==> src/rtl/automation_handover_controller_unit_macros.svh <==
// Assertion macros shared by the handover controller RTL.
`ifndef AUTOMATION_HANDOVER_CONTROLLER_UNIT_MACROS_SVH
`define AUTOMATION_HANDOVER_CONTROLLER_UNIT_MACROS_SVH

// condition holds at every edge out of reset
`define AHC_ASSERT_ALWAYS(label, cond, msg) \
	label: assert property (@(posedge clk) disable iff (!arst_n) (cond)) else $error(msg);

// antecedent implies consequent in the same cycle
`define AHC_ASSERT_IMPL(label, ante, cons, msg) \
	label: assert property (@(posedge clk) disable iff (!arst_n) (ante) |-> (cons)) \
		else $error(msg);

`endif

==> src/rtl/ahc_pkg.sv <==
// Types, constants and helpers of the automation handover controller.
package ahc_pkg;

	localparam int TIMER_BITS = 16;
	localparam int CMP_W      = (TIMER_BITS > 16) ? TIMER_BITS : 16;
	localparam int SUM_W      = CMP_W + 1;

	localparam int MS_W    = 16;
	localparam int DIST_W  = 14;
	localparam int STEP_W  = 10;
	localparam int IDX_W   = 3;
	localparam int WDATA_W = 16;
	localparam int DEC_W   = 2;

	localparam logic [IDX_W-1:0] REG_DRIVER_REACTION = 3'd0;
	localparam logic [IDX_W-1:0] REG_SYSTEM_REACTION = 3'd1;
	localparam logic [IDX_W-1:0] REG_COOLDOWN        = 3'd2;
	localparam logic [IDX_W-1:0] REG_TAKEOVER_DIST   = 3'd3;
	localparam logic [IDX_W-1:0] REG_STEP            = 3'd4;

	localparam logic [DEC_W-1:0] DEC_NONE   = 2'd0;
	localparam logic [DEC_W-1:0] DEC_DRIVER = 2'd1;
	localparam logic [DEC_W-1:0] DEC_SYSTEM = 2'd2;

	localparam logic [MS_W-1:0]   RST_DRIVER_REACTION = 16'd0;
	localparam logic [MS_W-1:0]   RST_SYSTEM_REACTION = 16'd1500;
	localparam logic [MS_W-1:0]   RST_COOLDOWN        = 16'd5000;
	localparam logic [DIST_W-1:0] RST_TAKEOVER_DIST   = 14'd500;
	localparam logic [STEP_W-1:0] RST_STEP            = 10'd100;

	typedef logic [TIMER_BITS-1:0] timer_t;

	typedef struct packed {
		logic [MS_W-1:0]   driver_reaction_ms;
		logic [MS_W-1:0]   system_reaction_ms;
		logic [MS_W-1:0]   cooldown_ms;
		logic [DIST_W-1:0] takeover_distance_m;
		logic [STEP_W-1:0] step_ms;
	} cfg_t;

	typedef struct packed {
		logic automated;
		logic want_off;
		logic can_on;
	} status_t;

	function automatic timer_t sat_add(timer_t a, logic [STEP_W-1:0] b);
		logic [SUM_W-1:0] sum;
		logic [SUM_W-1:0] tmax;
		sum  = SUM_W'(a) + SUM_W'(b);
		tmax = SUM_W'({TIMER_BITS{1'b1}});
		return (sum > tmax) ? {TIMER_BITS{1'b1}} : sum[TIMER_BITS-1:0];
	endfunction

endpackage

==> src/rtl/ahc_sample_if.sv <==
// Handshake channel carrying one input word of the handover controller.
interface ahc_sample_if;
	logic                        valid;
	logic                        ready;
	logic                        lane_end_valid;
	logic [ahc_pkg::DIST_W-1:0]  lane_end_distance;
	logic                        ramp_route;
	logic                        on_preferred_lane_rule;
	logic                        gap_search_failed;

	modport source (
		output valid, lane_end_valid, lane_end_distance, ramp_route,
		       on_preferred_lane_rule, gap_search_failed,
		input  ready
	);
	modport sink (
		input  valid, lane_end_valid, lane_end_distance, ramp_route,
		       on_preferred_lane_rule, gap_search_failed,
		output ready
	);
endinterface

==> src/rtl/ahc_verdict_if.sv <==
// Handshake channel carrying one result word of the handover controller.
interface ahc_verdict_if;
	logic                       valid;
	logic                       ready;
	logic [ahc_pkg::DEC_W-1:0]  decision;
	logic                       automated;
	logic                       want_off;
	logic                       can_on;

	modport source (
		output valid, decision, automated, want_off, can_on,
		input  ready
	);
	modport sink (
		input  valid, decision, automated, want_off, can_on,
		output ready
	);
endinterface

==> src/rtl/ahc_cfg_regs.sv <==
// Configuration register bank of the handover controller.
module ahc_cfg_regs (
	input  logic                         clk,
	input  logic                         arst_n,
	input  logic                         cfg_we,
	input  logic [ahc_pkg::IDX_W-1:0]    cfg_idx,
	input  logic [ahc_pkg::WDATA_W-1:0]  cfg_wdata,
	output ahc_pkg::cfg_t                cfg
);

	ahc_pkg::cfg_t cfg_q;

	always_ff @(posedge clk or negedge arst_n) begin
		if (!arst_n) begin
			cfg_q.driver_reaction_ms  <= ahc_pkg::RST_DRIVER_REACTION;
			cfg_q.system_reaction_ms  <= ahc_pkg::RST_SYSTEM_REACTION;
			cfg_q.cooldown_ms         <= ahc_pkg::RST_COOLDOWN;
			cfg_q.takeover_distance_m <= ahc_pkg::RST_TAKEOVER_DIST;
			cfg_q.step_ms             <= ahc_pkg::RST_STEP;
		end else if (cfg_we) begin
			unique case (cfg_idx)
				ahc_pkg::REG_DRIVER_REACTION: begin
					cfg_q.driver_reaction_ms <= cfg_wdata[ahc_pkg::MS_W-1:0];
				end
				ahc_pkg::REG_SYSTEM_REACTION: begin
					cfg_q.system_reaction_ms <= cfg_wdata[ahc_pkg::MS_W-1:0];
				end
				ahc_pkg::REG_COOLDOWN: begin
					cfg_q.cooldown_ms <= cfg_wdata[ahc_pkg::MS_W-1:0];
				end
				ahc_pkg::REG_TAKEOVER_DIST: begin
					cfg_q.takeover_distance_m <= cfg_wdata[ahc_pkg::DIST_W-1:0];
				end
				ahc_pkg::REG_STEP: begin
					cfg_q.step_ms <= cfg_wdata[ahc_pkg::STEP_W-1:0];
				end
				default: begin
				end
			endcase
		end
	end

	assign cfg = cfg_q;

endmodule

==> src/rtl/ahc_decide.sv <==
// Takeover decision logic: driver-initiated ahead of system-initiated.
module ahc_decide (
	input  logic                        lane_end_valid,
	input  logic [ahc_pkg::DIST_W-1:0]  lane_end_distance,
	input  logic                        ramp_route,
	input  logic                        on_preferred_lane_rule,
	input  logic                        gap_search_failed,
	input  logic [ahc_pkg::DIST_W-1:0]  takeover_distance_m,
	output logic [ahc_pkg::DEC_W-1:0]   decision
);

	always_comb begin
		priority if (lane_end_valid && ramp_route
				&& (lane_end_distance <= takeover_distance_m)) begin
			decision = ahc_pkg::DEC_DRIVER;
		end else if (on_preferred_lane_rule && gap_search_failed) begin
			decision = ahc_pkg::DEC_SYSTEM;
		end else begin
			decision = ahc_pkg::DEC_NONE;
		end
	end

endmodule

==> src/rtl/ahc_mode_fsm.sv <==
// Mode, reaction timer and cool-down timer state of the handover controller.
`include "automation_handover_controller_unit_macros.svh"

module ahc_mode_fsm (
	input  logic                       clk,
	input  logic                       arst_n,
	input  logic                       advance,
	input  logic [ahc_pkg::DEC_W-1:0]  decision,
	input  ahc_pkg::cfg_t              cfg,
	output ahc_pkg::status_t           status_nxt
);

	logic                  mode_q, run_q, cd_run_q, want_off_q, can_on_q;
	ahc_pkg::timer_t       el_q, cd_el_q;
	logic [ahc_pkg::MS_W-1:0] lim_q;

	logic                  mode_d, run_d, cd_run_d, want_off_d, can_on_d;
	ahc_pkg::timer_t       el_d, cd_el_d;
	logic [ahc_pkg::MS_W-1:0] lim_d;
	logic                  any_dec;

	assign any_dec = (decision != ahc_pkg::DEC_NONE);

	always_comb begin
		mode_d     = mode_q;
		run_d      = run_q;
		cd_run_d   = cd_run_q;
		want_off_d = want_off_q;
		can_on_d   = can_on_q;
		el_d       = el_q;
		cd_el_d    = cd_el_q;
		lim_d      = lim_q;
		if (mode_q) begin
			if (!run_q) begin
				if (any_dec) begin
					want_off_d = 1'b1;
					can_on_d   = 1'b0;
					run_d      = 1'b1;
					el_d       = '0;
					lim_d      = (decision == ahc_pkg::DEC_DRIVER) ?
						cfg.driver_reaction_ms : cfg.system_reaction_ms;
				end
			end else begin
				el_d = ahc_pkg::sat_add(el_q, cfg.step_ms);
			end
			if (run_d && want_off_d
					&& (ahc_pkg::CMP_W'(el_d) >= ahc_pkg::CMP_W'(lim_d))) begin
				mode_d   = 1'b0;
				run_d    = 1'b0;
				el_d     = '0;
				cd_run_d = 1'b1;
				cd_el_d  = '0;
			end
		end else begin
			if (any_dec) begin
				cd_run_d   = 1'b1;
				cd_el_d    = '0;
				want_off_d = 1'b1;
				can_on_d   = 1'b0;
			end else if (cd_run_q) begin
				cd_el_d    = ahc_pkg::sat_add(cd_el_q, cfg.step_ms);
				want_off_d = 1'b0;
				can_on_d   = 1'b0;
			end
			if (cd_run_d
					&& (ahc_pkg::CMP_W'(cd_el_d) > ahc_pkg::CMP_W'(cfg.cooldown_ms))) begin
				can_on_d = 1'b1;
				cd_run_d = 1'b0;
				cd_el_d  = '0;
			end
			if (can_on_d && !want_off_d) begin
				mode_d = 1'b1;
			end
		end
	end

	always_ff @(posedge clk or negedge arst_n) begin
		if (!arst_n) begin
			mode_q     <= 1'b1;
			run_q      <= 1'b0;
			cd_run_q   <= 1'b0;
			want_off_q <= 1'b0;
			can_on_q   <= 1'b0;
			el_q       <= '0;
			cd_el_q    <= '0;
			lim_q      <= '0;
		end else if (advance) begin
			mode_q     <= mode_d;
			run_q      <= run_d;
			cd_run_q   <= cd_run_d;
			want_off_q <= want_off_d;
			can_on_q   <= can_on_d;
			el_q       <= el_d;
			cd_el_q    <= cd_el_d;
			lim_q      <= lim_d;
		end
	end

	assign status_nxt.automated = mode_d;
	assign status_nxt.want_off  = want_off_d;
	assign status_nxt.can_on    = can_on_d;

	`AHC_ASSERT_IMPL(a_run_only_automated, run_q, mode_q, "reaction timer runs in human mode")
	`AHC_ASSERT_IMPL(a_no_cooldown_automated, mode_q, !cd_run_q, "cool-down runs in automated mode")
	`AHC_ASSERT_IMPL(a_run_wants_off, run_q, want_off_q, "reaction timer runs without request")
	`AHC_ASSERT_ALWAYS(a_zero_el_idle, run_q || (el_q == '0), "reaction timer idle but not clear")

endmodule

==> src/rtl/automation_handover_controller_unit.sv <==
// Automation handover controller top level: config bank, decision, mode state, result register.
// One input word is taken per clock cycle while the result register is empty or being drained,
// and its result word appears in the result register in the cycle after it is taken; so the
// sustained rate is one word per cycle while verdict.ready holds. The mode and both timers
// update once per taken word. Configuration writes land on cfg_we.
`include "automation_handover_controller_unit_macros.svh"

module automation_handover_controller_unit (
	input  logic                         clk,
	input  logic                         arst_n,
	input  logic                         cfg_we,
	input  logic [ahc_pkg::IDX_W-1:0]    cfg_idx,
	input  logic [ahc_pkg::WDATA_W-1:0]  cfg_wdata,
	ahc_sample_if.sink                   sample,
	ahc_verdict_if.source                verdict
);

	ahc_pkg::cfg_t            cfg;
	ahc_pkg::status_t         status_nxt;
	logic [ahc_pkg::DEC_W-1:0] decision;
	logic                     accept;
	logic                     out_valid_q;
	logic [ahc_pkg::DEC_W-1:0] decision_q;
	ahc_pkg::status_t         status_q;

	assign sample.ready = !out_valid_q || verdict.ready;
	assign accept       = sample.valid && sample.ready;

	ahc_cfg_regs u_cfg (
		.clk       (clk),
		.arst_n    (arst_n),
		.cfg_we    (cfg_we),
		.cfg_idx   (cfg_idx),
		.cfg_wdata (cfg_wdata),
		.cfg       (cfg)
	);

	ahc_decide u_decide (
		.lane_end_valid         (sample.lane_end_valid),
		.lane_end_distance      (sample.lane_end_distance),
		.ramp_route             (sample.ramp_route),
		.on_preferred_lane_rule (sample.on_preferred_lane_rule),
		.gap_search_failed      (sample.gap_search_failed),
		.takeover_distance_m    (cfg.takeover_distance_m),
		.decision               (decision)
	);

	ahc_mode_fsm u_mode (
		.clk        (clk),
		.arst_n     (arst_n),
		.advance    (accept),
		.decision   (decision),
		.cfg        (cfg),
		.status_nxt (status_nxt)
	);

	always_ff @(posedge clk or negedge arst_n) begin
		if (!arst_n) begin
			out_valid_q <= 1'b0;
		end else if (accept) begin
			out_valid_q <= 1'b1;
		end else if (verdict.ready) begin
			out_valid_q <= 1'b0;
		end
	end

	always_ff @(posedge clk) begin
		if (accept) begin
			decision_q <= decision;
			status_q   <= status_nxt;
		end
	end

	assign verdict.valid     = out_valid_q;
	assign verdict.decision  = decision_q;
	assign verdict.automated = status_q.automated;
	assign verdict.want_off  = status_q.want_off;
	assign verdict.can_on    = status_q.can_on;

	`AHC_ASSERT_IMPL(a_stall_blocks_input, out_valid_q && !verdict.ready, !sample.ready, "input taken over a held word")
	`AHC_ASSERT_IMPL(a_accept_fills, accept, ##1 out_valid_q, "accepted word not presented")
	`AHC_ASSERT_IMPL(a_decision_legal, out_valid_q, decision_q != 2'd3, "undefined decision code")

endmodule

==> src/flat_wrapper.sv <==
// flat-port wrapper written by rule: the top's interface ports become plain ports
module automation_handover_controller_unit_flat 
  (clk, arst_n, cfg_we, cfg_idx, cfg_wdata, sample_valid, sample_lane_end_valid, sample_lane_end_distance, sample_ramp_route, sample_on_preferred_lane_rule, sample_gap_search_failed, sample_ready, verdict_valid, verdict_decision, verdict_automated, verdict_want_off, verdict_can_on, verdict_ready);
  ahc_sample_if sample_i ();
  ahc_verdict_if verdict_i ();
  input  logic clk;
  input  logic arst_n;
  input  logic cfg_we;
  input  logic [ahc_pkg::IDX_W-1:0] cfg_idx;
  input  logic [ahc_pkg::WDATA_W-1:0] cfg_wdata;
  input wire logic [$bits(sample_i.valid)-1:0] sample_valid;
  input wire logic [$bits(sample_i.lane_end_valid)-1:0] sample_lane_end_valid;
  input wire logic [$bits(sample_i.lane_end_distance)-1:0] sample_lane_end_distance;
  input wire logic [$bits(sample_i.ramp_route)-1:0] sample_ramp_route;
  input wire logic [$bits(sample_i.on_preferred_lane_rule)-1:0] sample_on_preferred_lane_rule;
  input wire logic [$bits(sample_i.gap_search_failed)-1:0] sample_gap_search_failed;
  output wire logic [$bits(sample_i.ready)-1:0] sample_ready;
  output wire logic [$bits(verdict_i.valid)-1:0] verdict_valid;
  output wire logic [$bits(verdict_i.decision)-1:0] verdict_decision;
  output wire logic [$bits(verdict_i.automated)-1:0] verdict_automated;
  output wire logic [$bits(verdict_i.want_off)-1:0] verdict_want_off;
  output wire logic [$bits(verdict_i.can_on)-1:0] verdict_can_on;
  input wire logic [$bits(verdict_i.ready)-1:0] verdict_ready;
  assign sample_i.valid = sample_valid;
  assign sample_i.lane_end_valid = sample_lane_end_valid;
  assign sample_i.lane_end_distance = sample_lane_end_distance;
  assign sample_i.ramp_route = sample_ramp_route;
  assign sample_i.on_preferred_lane_rule = sample_on_preferred_lane_rule;
  assign sample_i.gap_search_failed = sample_gap_search_failed;
  assign sample_ready = sample_i.ready;
  assign verdict_valid = verdict_i.valid;
  assign verdict_decision = verdict_i.decision;
  assign verdict_automated = verdict_i.automated;
  assign verdict_want_off = verdict_i.want_off;
  assign verdict_can_on = verdict_i.can_on;
  assign verdict_i.ready = verdict_ready;
  automation_handover_controller_unit u_core (.clk(clk), .arst_n(arst_n), .cfg_we(cfg_we), .cfg_idx(cfg_idx), .cfg_wdata(cfg_wdata), .sample(sample_i), .verdict(verdict_i));
endmodule
==> config.mk <==
export PLATFORM = sky130hd
export DESIGN_NAME = automation_handover_controller_unit_flat
export DESIGN_NICKNAME = d
export VERILOG_FILES = /design/src/rtl/ahc_pkg.sv /design/src/rtl/ahc_sample_if.sv /design/src/rtl/ahc_verdict_if.sv /design/src/rtl/ahc_cfg_regs.sv /design/src/rtl/ahc_decide.sv /design/src/rtl/ahc_mode_fsm.sv /design/src/rtl/automation_handover_controller_unit.sv /design/src/flat_wrapper.sv
export VERILOG_INCLUDE_DIRS = /design/src /design/src/rtl
export SDC_FILE = /design/constraint.sdc
export NUM_CORES = 1
export LEC_CHECK = 0
export ABC_AREA = 1
export ABC_CLOCK_PERIOD_IN_PS = 4010
export BUFFER_PORTS_ARGS = -buffer_cell sky130_fd_sc_hd__buf_2
export CAP_MARGIN = 20
export CELL_PAD_IN_SITES_DETAIL_PLACEMENT = 1
export CELL_PAD_IN_SITES_GLOBAL_PLACEMENT = 1
export CORE_MARGIN = 2
export CORE_UTILIZATION = 47
export CTS_BUF_LIST = sky130_fd_sc_hd__clkbuf_2
export CTS_CLUSTER_SIZE = 20
export DETAILED_ROUTE_END_ITERATION = 16
export HOLD_SLACK_MARGIN = 0.1
export PLACE_DENSITY = 0.83
export SLEW_MARGIN = 10
export SYNTH_ARGS = -nofsm -noshare
export SYNTH_HDL_FRONTEND = slang
export SYNTH_HIERARCHICAL = 1
export SYNTH_SLANG_ARGS = --single-unit
==> constraint.sdc <==
create_clock -name clk -period 4.01 [get_ports clk]
set_clock_uncertainty 0.15 [all_clocks]
set_input_delay 0.2005 -clock clk [delete_from_list [all_inputs] [get_ports clk]]
set_output_delay 0.2005 -clock clk [all_outputs]
set_load 0.01 [all_outputs]
==> out/summary.txt, run 1 <==
critical path's slowest cell = dfstp_2
htree depth = 4
Hold Path Class = in -> reg
vias per inst = 6.65
Synth Area in Compound Gates = 0.107
worst skew pair latency = 0.81 ns
Clk pin slew, worst setup/hold paths = 0.29 ns
failing checks = negative setup slack
Max Slew Vio Count = 0
PD cells = 673 nW/um^2
routed metal-1 wire length = 16900 um
EDFF count, synth = 5
Synth area leader = dfrtp_1
first-pass GRT wire length = 60300 um
final hold slack = 0.0811 ns
CP most frequent cell = nand2_1
via count = 10933
full die area = 20300 um^2
gpl congestion = 0.860
Bufs and invs on worst path = 9
WL met2 = 21900 um
Post-Synth Simple-Gate Area = 0.321
Setup violations, final = 38
fraction of the yosys area taken by sequential cells = 0.369
Clock Tree Buf Depth = 2
slew margin rel. = 0.448
Syn Area/Cell = 7.40 um^2
Hold Fails Final Rpt = 0
Synth Area in Adders = 0.0959
width of the die = 143 um
Power Total = 0.00803 W
largest family of logic cells by synthesized area = simple AND/OR/NAND/NOR gates
worst slew pin tran = 0.825 ns
P&R area growth vs syn = 32.3%
# IOs = 49
Synth area leaders = dfrtp_1 29%, nand2_1 18%, ha_1 9.1%, nand3_1 6.8%, dfstp_2 6.4%
Post-DP HPWL = 20400 um
commonest register cell after synthesis = dfrtp_1
vias in the first global route = 10680
met3 WL = 5310 um
delay-heaviest family, CP = simple AND/OR/NAND/NOR gates
Max IR drop VDD = 0.272 mV
drt pass-1 iters = 6
RSZ-0062 raised after global routing = true
Final period util = 1.21
xor and xnor area share after synthesis = 0.0126
post-route ant nets = 0
f_max = 0.207 GHz
nets = 1505
Crit Path Category = reg -> reg
Global Route Usage Sum = 0.388
# clock sinks = 131
Net Count, Synth = 1329
final WL = 48900 um
Post-Synthesis Cells = 1219
required time of the critical path = 4.47 ns
Core Util, Final = 0.636
core area = 18800 um^2
Port Buffers = 48
Static Leak = 6.07 nW
initial antenna violation count = 3
CTS Buf Count = 17
Yosys top cell area share = 0.288
critical path arrival = 5.30 ns
final non-filler cell area = 11900 um^2
Setup crit end kind = flop
Die H = 143 um
top sig layer = met5
pin count of the biggest net entering global routing = 89
WL per Instance = 29.8 um
Post-Synthesis Cell Area = 9030 um^2
startpoint types = flop
share of cells above drive strength 1 = 0.286
Post-Place Setup Slack = -0.198 ns
Synth async-reset ratio = 0.962
CTS tree = yes
worst setup margin = -0.828 ns
CTS root buffer = clkbuf_2
crit path max fanout = 14
DRC viols = 0
Synth warnings = 6
initial drt markers = 1386
global route overflow = 0
number of fill cells in the layout = 2282
# Max-Cap Violations = 0
status = complete, but fails checks
Rows = 50
mux cell area share after synthesis = 0
Synth Register Bits = 131
Period minus WS final = 4.84 ns
Initial Utilization = 0.481
Unique masters post-synth = 47
crit-path max cell delay = 0.63 ns
cell area after placement = 9600 um^2
[what timing repair did]
item / 4_1_cts / 5_1_grt
hold buffers: 72 / 0
resized for setup: 73 / 152
cloned: 3 / 1
pin swaps: 19 / 58
hold endpoints to repair: 199 / 0
setup buffers: 12 / 28
endpoints found under the setup margin: 37 / 38
[final cells by class]
cell class                      instances  area [um^2]  share of cell area
Clock buffer                           18         90.1             0.00755
Sequential cell                       131         3330               0.279
Timing Repair Buffer                  200         1800               0.151
Clock inverter                         14          185              0.0155
Tap cell                              234          293              0.0245
Antenna cell                            1         2.50            0.000210
Inverter                              147          584              0.0489
Multi-Input combinational cell        898         5650               0.474
[cell families after synthesis]
group                      count (synthesis)
AOI/OAI and AO/OA                        154
DFF                                      131
adders and majority gates                 68
buffers and inverters                    190
xor gates and xnor gates                  13
and+or+nand+nor                          663
[metrics by stage]
stage,std cells,setup TNS (ns)
floorplan,1219,0
global placement,1496,-0.129
detailed placement,1496,-2.71
CTS,1615,-1.04
global route,1643,-22.74
finish,1643,-23.92
[sequential cells by signal (all words and copies together), names as in the netlist, 2 cells and up]
| name | cells |
|---|---|
| u_core/u_mode/cd_el_q | 16 |
| u_core/u_mode/lim_q | 16 |
| u_core/verdict.decision | 2 |
| u_core/u_mode/el_q | 16 |
| u_core/u_cfg/cfg | 72 |
[final timing paths]
check                                      from               endpoint  slack, ns  depth (start not counted)
setup / recovery           u_core/u_cfg/cfg[18]  u_core/u_mode/el_q[5]      -0.83                         29
hold / removal                    cfg_wdata[13]   u_core/u_cfg/cfg[23]       0.08                          4
setup reg to reg           u_core/u_cfg/cfg[18]  u_core/u_mode/el_q[5]      -0.83                         29
hold reg to reg            u_core/u_cfg/cfg[48]   u_core/u_cfg/cfg[48]       0.37                          2
max in group asynchronous                arst_n    u_core/u_cfg/cfg[5]       2.67                          4
min in group asynchronous                arst_n   u_core/u_cfg/cfg[12]       0.40                          3
[routing by layer]
layer,vias up,track usage
met2,991,0.652
met3,397,0.0868
met1,5276,0.455
met5,-,0
met4,4,0.231
li1,4265,-
[worst reg2reg max path, delay by kind of cell (launching register included)]
family,cells,cell delay (ns)
and+or+nand+nor,13,1.39
AOI/OAI and AO/OA,5,0.84
DFF,1,0.63
buffers and inverters,9,1.04
adders and majority gates,2,0.58
[power breakdown]
| group | switching, W | total, W | internal [W] |
|---|---|---|---|
| Sequential | 0.000412 | 0.00210 | 0.00168 |
| Combinational | 0.00309 | 0.00488 | 0.00179 |
| Clock | 0.000647 | 0.00106 | 0.000410 |
[synthesized netlist by cell type, types with 3 or more instances]
library cell,count
a21o_1,19
a21oi_1,53
a21oi_2,8
buf_2,14
buf_4,10
buf_6,9
clkbuf_1,7
dfrtp_1,104
dfstp_2,22
edfxtp_1,5
ha_1,66
inv_1,139
inv_2,6
nand2_1,442
nand2_2,14
nand3_1,122
nand3_2,6
nand3b_1,3
nand4_1,9
nor2_1,43
nor2_2,4
nor2_4,5
nor3_1,4
nor3_2,5
o21ai_0,40
o21ai_1,13
o21ai_2,7
xnor2_1,5
xor2_1,8
[placed cells by master, fill, tap and decap left out, drive strengths merged, types with 19 or more instances in the layout]
cell type	n
nand2	458
inv	147
nand3	129
buf	129
dfrtp	104
dlygate4sd3	70
ha	66
a21oi	63
o21ai	60
nor2	54
dfstp	22
a21o	20
clkbuf	19
Power figures use the tool's default switching activity.
==> run 2: changes to the inputs <==
--- a/config.mk
+++ b/config.mk
@@ -19,6 +19,7 @@
 export DETAILED_ROUTE_END_ITERATION = 16
 export HOLD_SLACK_MARGIN = 0.1
 export PLACE_DENSITY = 0.83
+export REMOVE_ABC_BUFFERS = 1
 export SLEW_MARGIN = 10
 export SYNTH_ARGS = -nofsm -noshare
 export SYNTH_HDL_FRONTEND = slang
==> out/summary.txt, run 2 (synthesized netlist as in run 1, its figures left out) <==
CTS root buffer = clkbuf_2
core area = 18800 um^2 (unchanged)
number of flip-flops in the largest register = 72 (unchanged)
worst setup margin = -1.49 ns (-0.661 ns)
Bufs and invs on worst path = 7 (-2)
cell area after placement = 9620 um^2 (+0.18%)
P&R area growth vs syn = 29.3%
Crit Path Category = reg -> reg
Die H = 143 um (unchanged)
final setup TNS = -50.17 ns (-26.25 ns)
htree depth = 4 (unchanged)
via count = 11348 (+3.8%)
WL per Instance = 32.3 um (+8.6%)
drt pass-1 iters = 9 (+3)
initial drt markers = 1714 (+24%)
critical path's slowest cell = o21ai_0
slew margin rel. = 0.282 (-0.166)
crit-path max cell delay = 0.83 ns (+0.20 ns)
nets = 1492 (-0.86%)
width of the die = 143 um (unchanged)
PD cells = 699 nW/um^2 (+3.8%)
first-pass GRT wire length = 62100 um (+3.0%)
CTS tree = yes
Final period util = 1.37 (+0.165)
CP most frequent cell = nand2_1
delay-heaviest family, CP = simple AND/OR/NAND/NOR gates
register area = 3330 um^2 (unchanged)
status = complete, but fails checks
most common cell after layout, fill and taps aside = nand2_1
post-route ant nets = 0 (unchanged)
Setup violations, final = 38 (unchanged)
Clk pin slew, worst setup/hold paths = 0.30 ns (about the same)
vias in the first global route = 10875 (+1.8%)
pin count of the biggest net entering global routing = 65 (-27%)
critical path arrival = 6.07 ns (+0.77 ns)
Power Total = 0.00815 W (+1.5%)
required time of the critical path = 4.58 ns (+0.11 ns)
# Max-Cap Violations = 0 (unchanged)
initial antenna violation count = 2 (-1)
most frequent cells in the layout = 402 x nand2_1, 123 x inv_1, 115 x nand3_1
# IOs = 49 (unchanged)
gpl congestion = 0.817 (-5.0%)
full die area = 20300 um^2 (unchanged)
Rows = 50 (unchanged)
startpoint types = flop
Setup crit end kind = flop
Hold Path Class = in -> reg
global route overflow = 0 (unchanged)
RSZ-0062 raised after global routing = true
failing checks = negative setup slack
# clock sinks = 131 (unchanged)
final non-filler cell area = 11700 um^2 (-2.3%)
CTS Buf Count = 17 (unchanged)
Post-DP HPWL = 19800 um (-2.8%)
share of cells above drive strength 1 = 0.259 (-0.0267)
crit path max fanout = 9 (-5)
worst slew pin tran = 1.07 ns (+0.240 ns)
vias per inst = 6.95 (+4.4%)
Hold Fails Final Rpt = 0 (unchanged)
Initial Utilization = 0.481 (unchanged)
final WL = 52800 um (+8.0%)
DRC viols = 0 (unchanged)
Period minus WS final = 5.50 ns (+0.661 ns)
Global Route Usage Sum = 0.404 (+0.0159)
Post-Place Setup Slack = -0.152 ns (+0.0458 ns)
Static Leak = 6.02 nW (-0.87%)
worst skew pair latency = 0.82 ns (about the same)
Max IR drop VDD = 0.342 mV (+26%)
Clock Tree Buf Depth = 2 (unchanged)
Max Slew Vio Count = 0 (unchanged)
f_max = 0.182 GHz (-12%)
Port Buffers = 48 (unchanged)
Core Util, Final = 0.622 (-0.0144)
Multi-input gate area = 5450 um^2 (-3.6%)
number of fill cells in the layout = 2283 (+0.044%)
[run 2: cell count changes in the layout (fill, tap and decap cells not counted), moves of 5 or more]
| cell | previous run | this run |
|---|---|---|
| inv_2 | 26 | 19 |
| ha_4 | 23 | 14 |
| buf_4 | 58 | 46 |
| inv_1 | 116 | 123 |
| a21oi_2 | 30 | 25 |
| a21oi_1 | 25 | 33 |
| ha_1 | 43 | 51 |
| o21ai_2 | 16 | 21 |
[run 2: area by class of cell]
cell class,instances,share of cell area
multi-input cells,898,0.467
diodes,4,0.000858
inverters,147,0.0488
flip-flops and latches,131,0.285
repair inverters,1,0.000643
clock inverters,13,0.0198
clock buffers,19,0.00815
well taps,234,0.0251
repair buffers,186,0.144
[run 2: layer usage]
metal	GRT usage	vias to the layer above	wire length (um)	part of all wire
met5	0	-	13	0.00025
met4	0.268	2	6660	0.13
met3	0.0717	576	6380	0.12
met2	0.697	1213	22900	0.43
met1	0.458	5321	16800	0.32
li1	-	4236	-	-
[run 2: final timing paths]
path / startpoint / endpoint / slack, ns / cells after the start
worst max-delay path: u_core/u_cfg/cfg[23] / u_core/u_mode/el_q[5] / -1.49 / 27
worst min-delay path: cfg_wdata[1] / u_core/u_cfg/cfg[41] / 0.08 / 4
worst max register to register: u_core/u_cfg/cfg[23] / u_core/u_mode/el_q[5] / -1.49 / 27
worst min register to register: u_core/u_cfg/cfg[32] / u_core/u_cfg/cfg[32] / 0.36 / 2
max in group asynchronous: arst_n / u_core/u_mode/mode_q / 2.65 / 4
min in group asynchronous: arst_n / u_core/u_cfg/cfg[36] / 0.50 / 3
[run 2: power by group]
part           internal (W)  switching, W
combinational       0.00165       0.00319
sequential          0.00168      0.000428
clock              0.000538      0.000664
[run 2: tightest hold or removal path, cell delays in order]
cell,delay (ns)
dlygate4sd3_1,0.53
buf_2,0.17
nand3_1,0.11
nand2_1,0.06
[run 2: timing repair]
action	4_1_cts	5_1_grt
endpoints found under the setup margin	35	38
gates resized for setup	75	99
gates cloned	3	0
pin swaps	21	44
setup buffers	20	13
hold buffers	73	0
endpoints found under the hold margin	225	0
[run 2: stage by stage]
| stage | instances | hold WS [ns] |
|---|---|---|
| 3_5_place_dp | 1490 | 0.188 |
| 3_3_place_gp | 1490 | 0.194 |
| 6_report | 1633 | 0.0811 |
| 4_1_cts | 1618 | 0.100 |
| 5_1_grt | 1631 | 0.106 |
| 2_1_floorplan | 1176 | -0.245 |
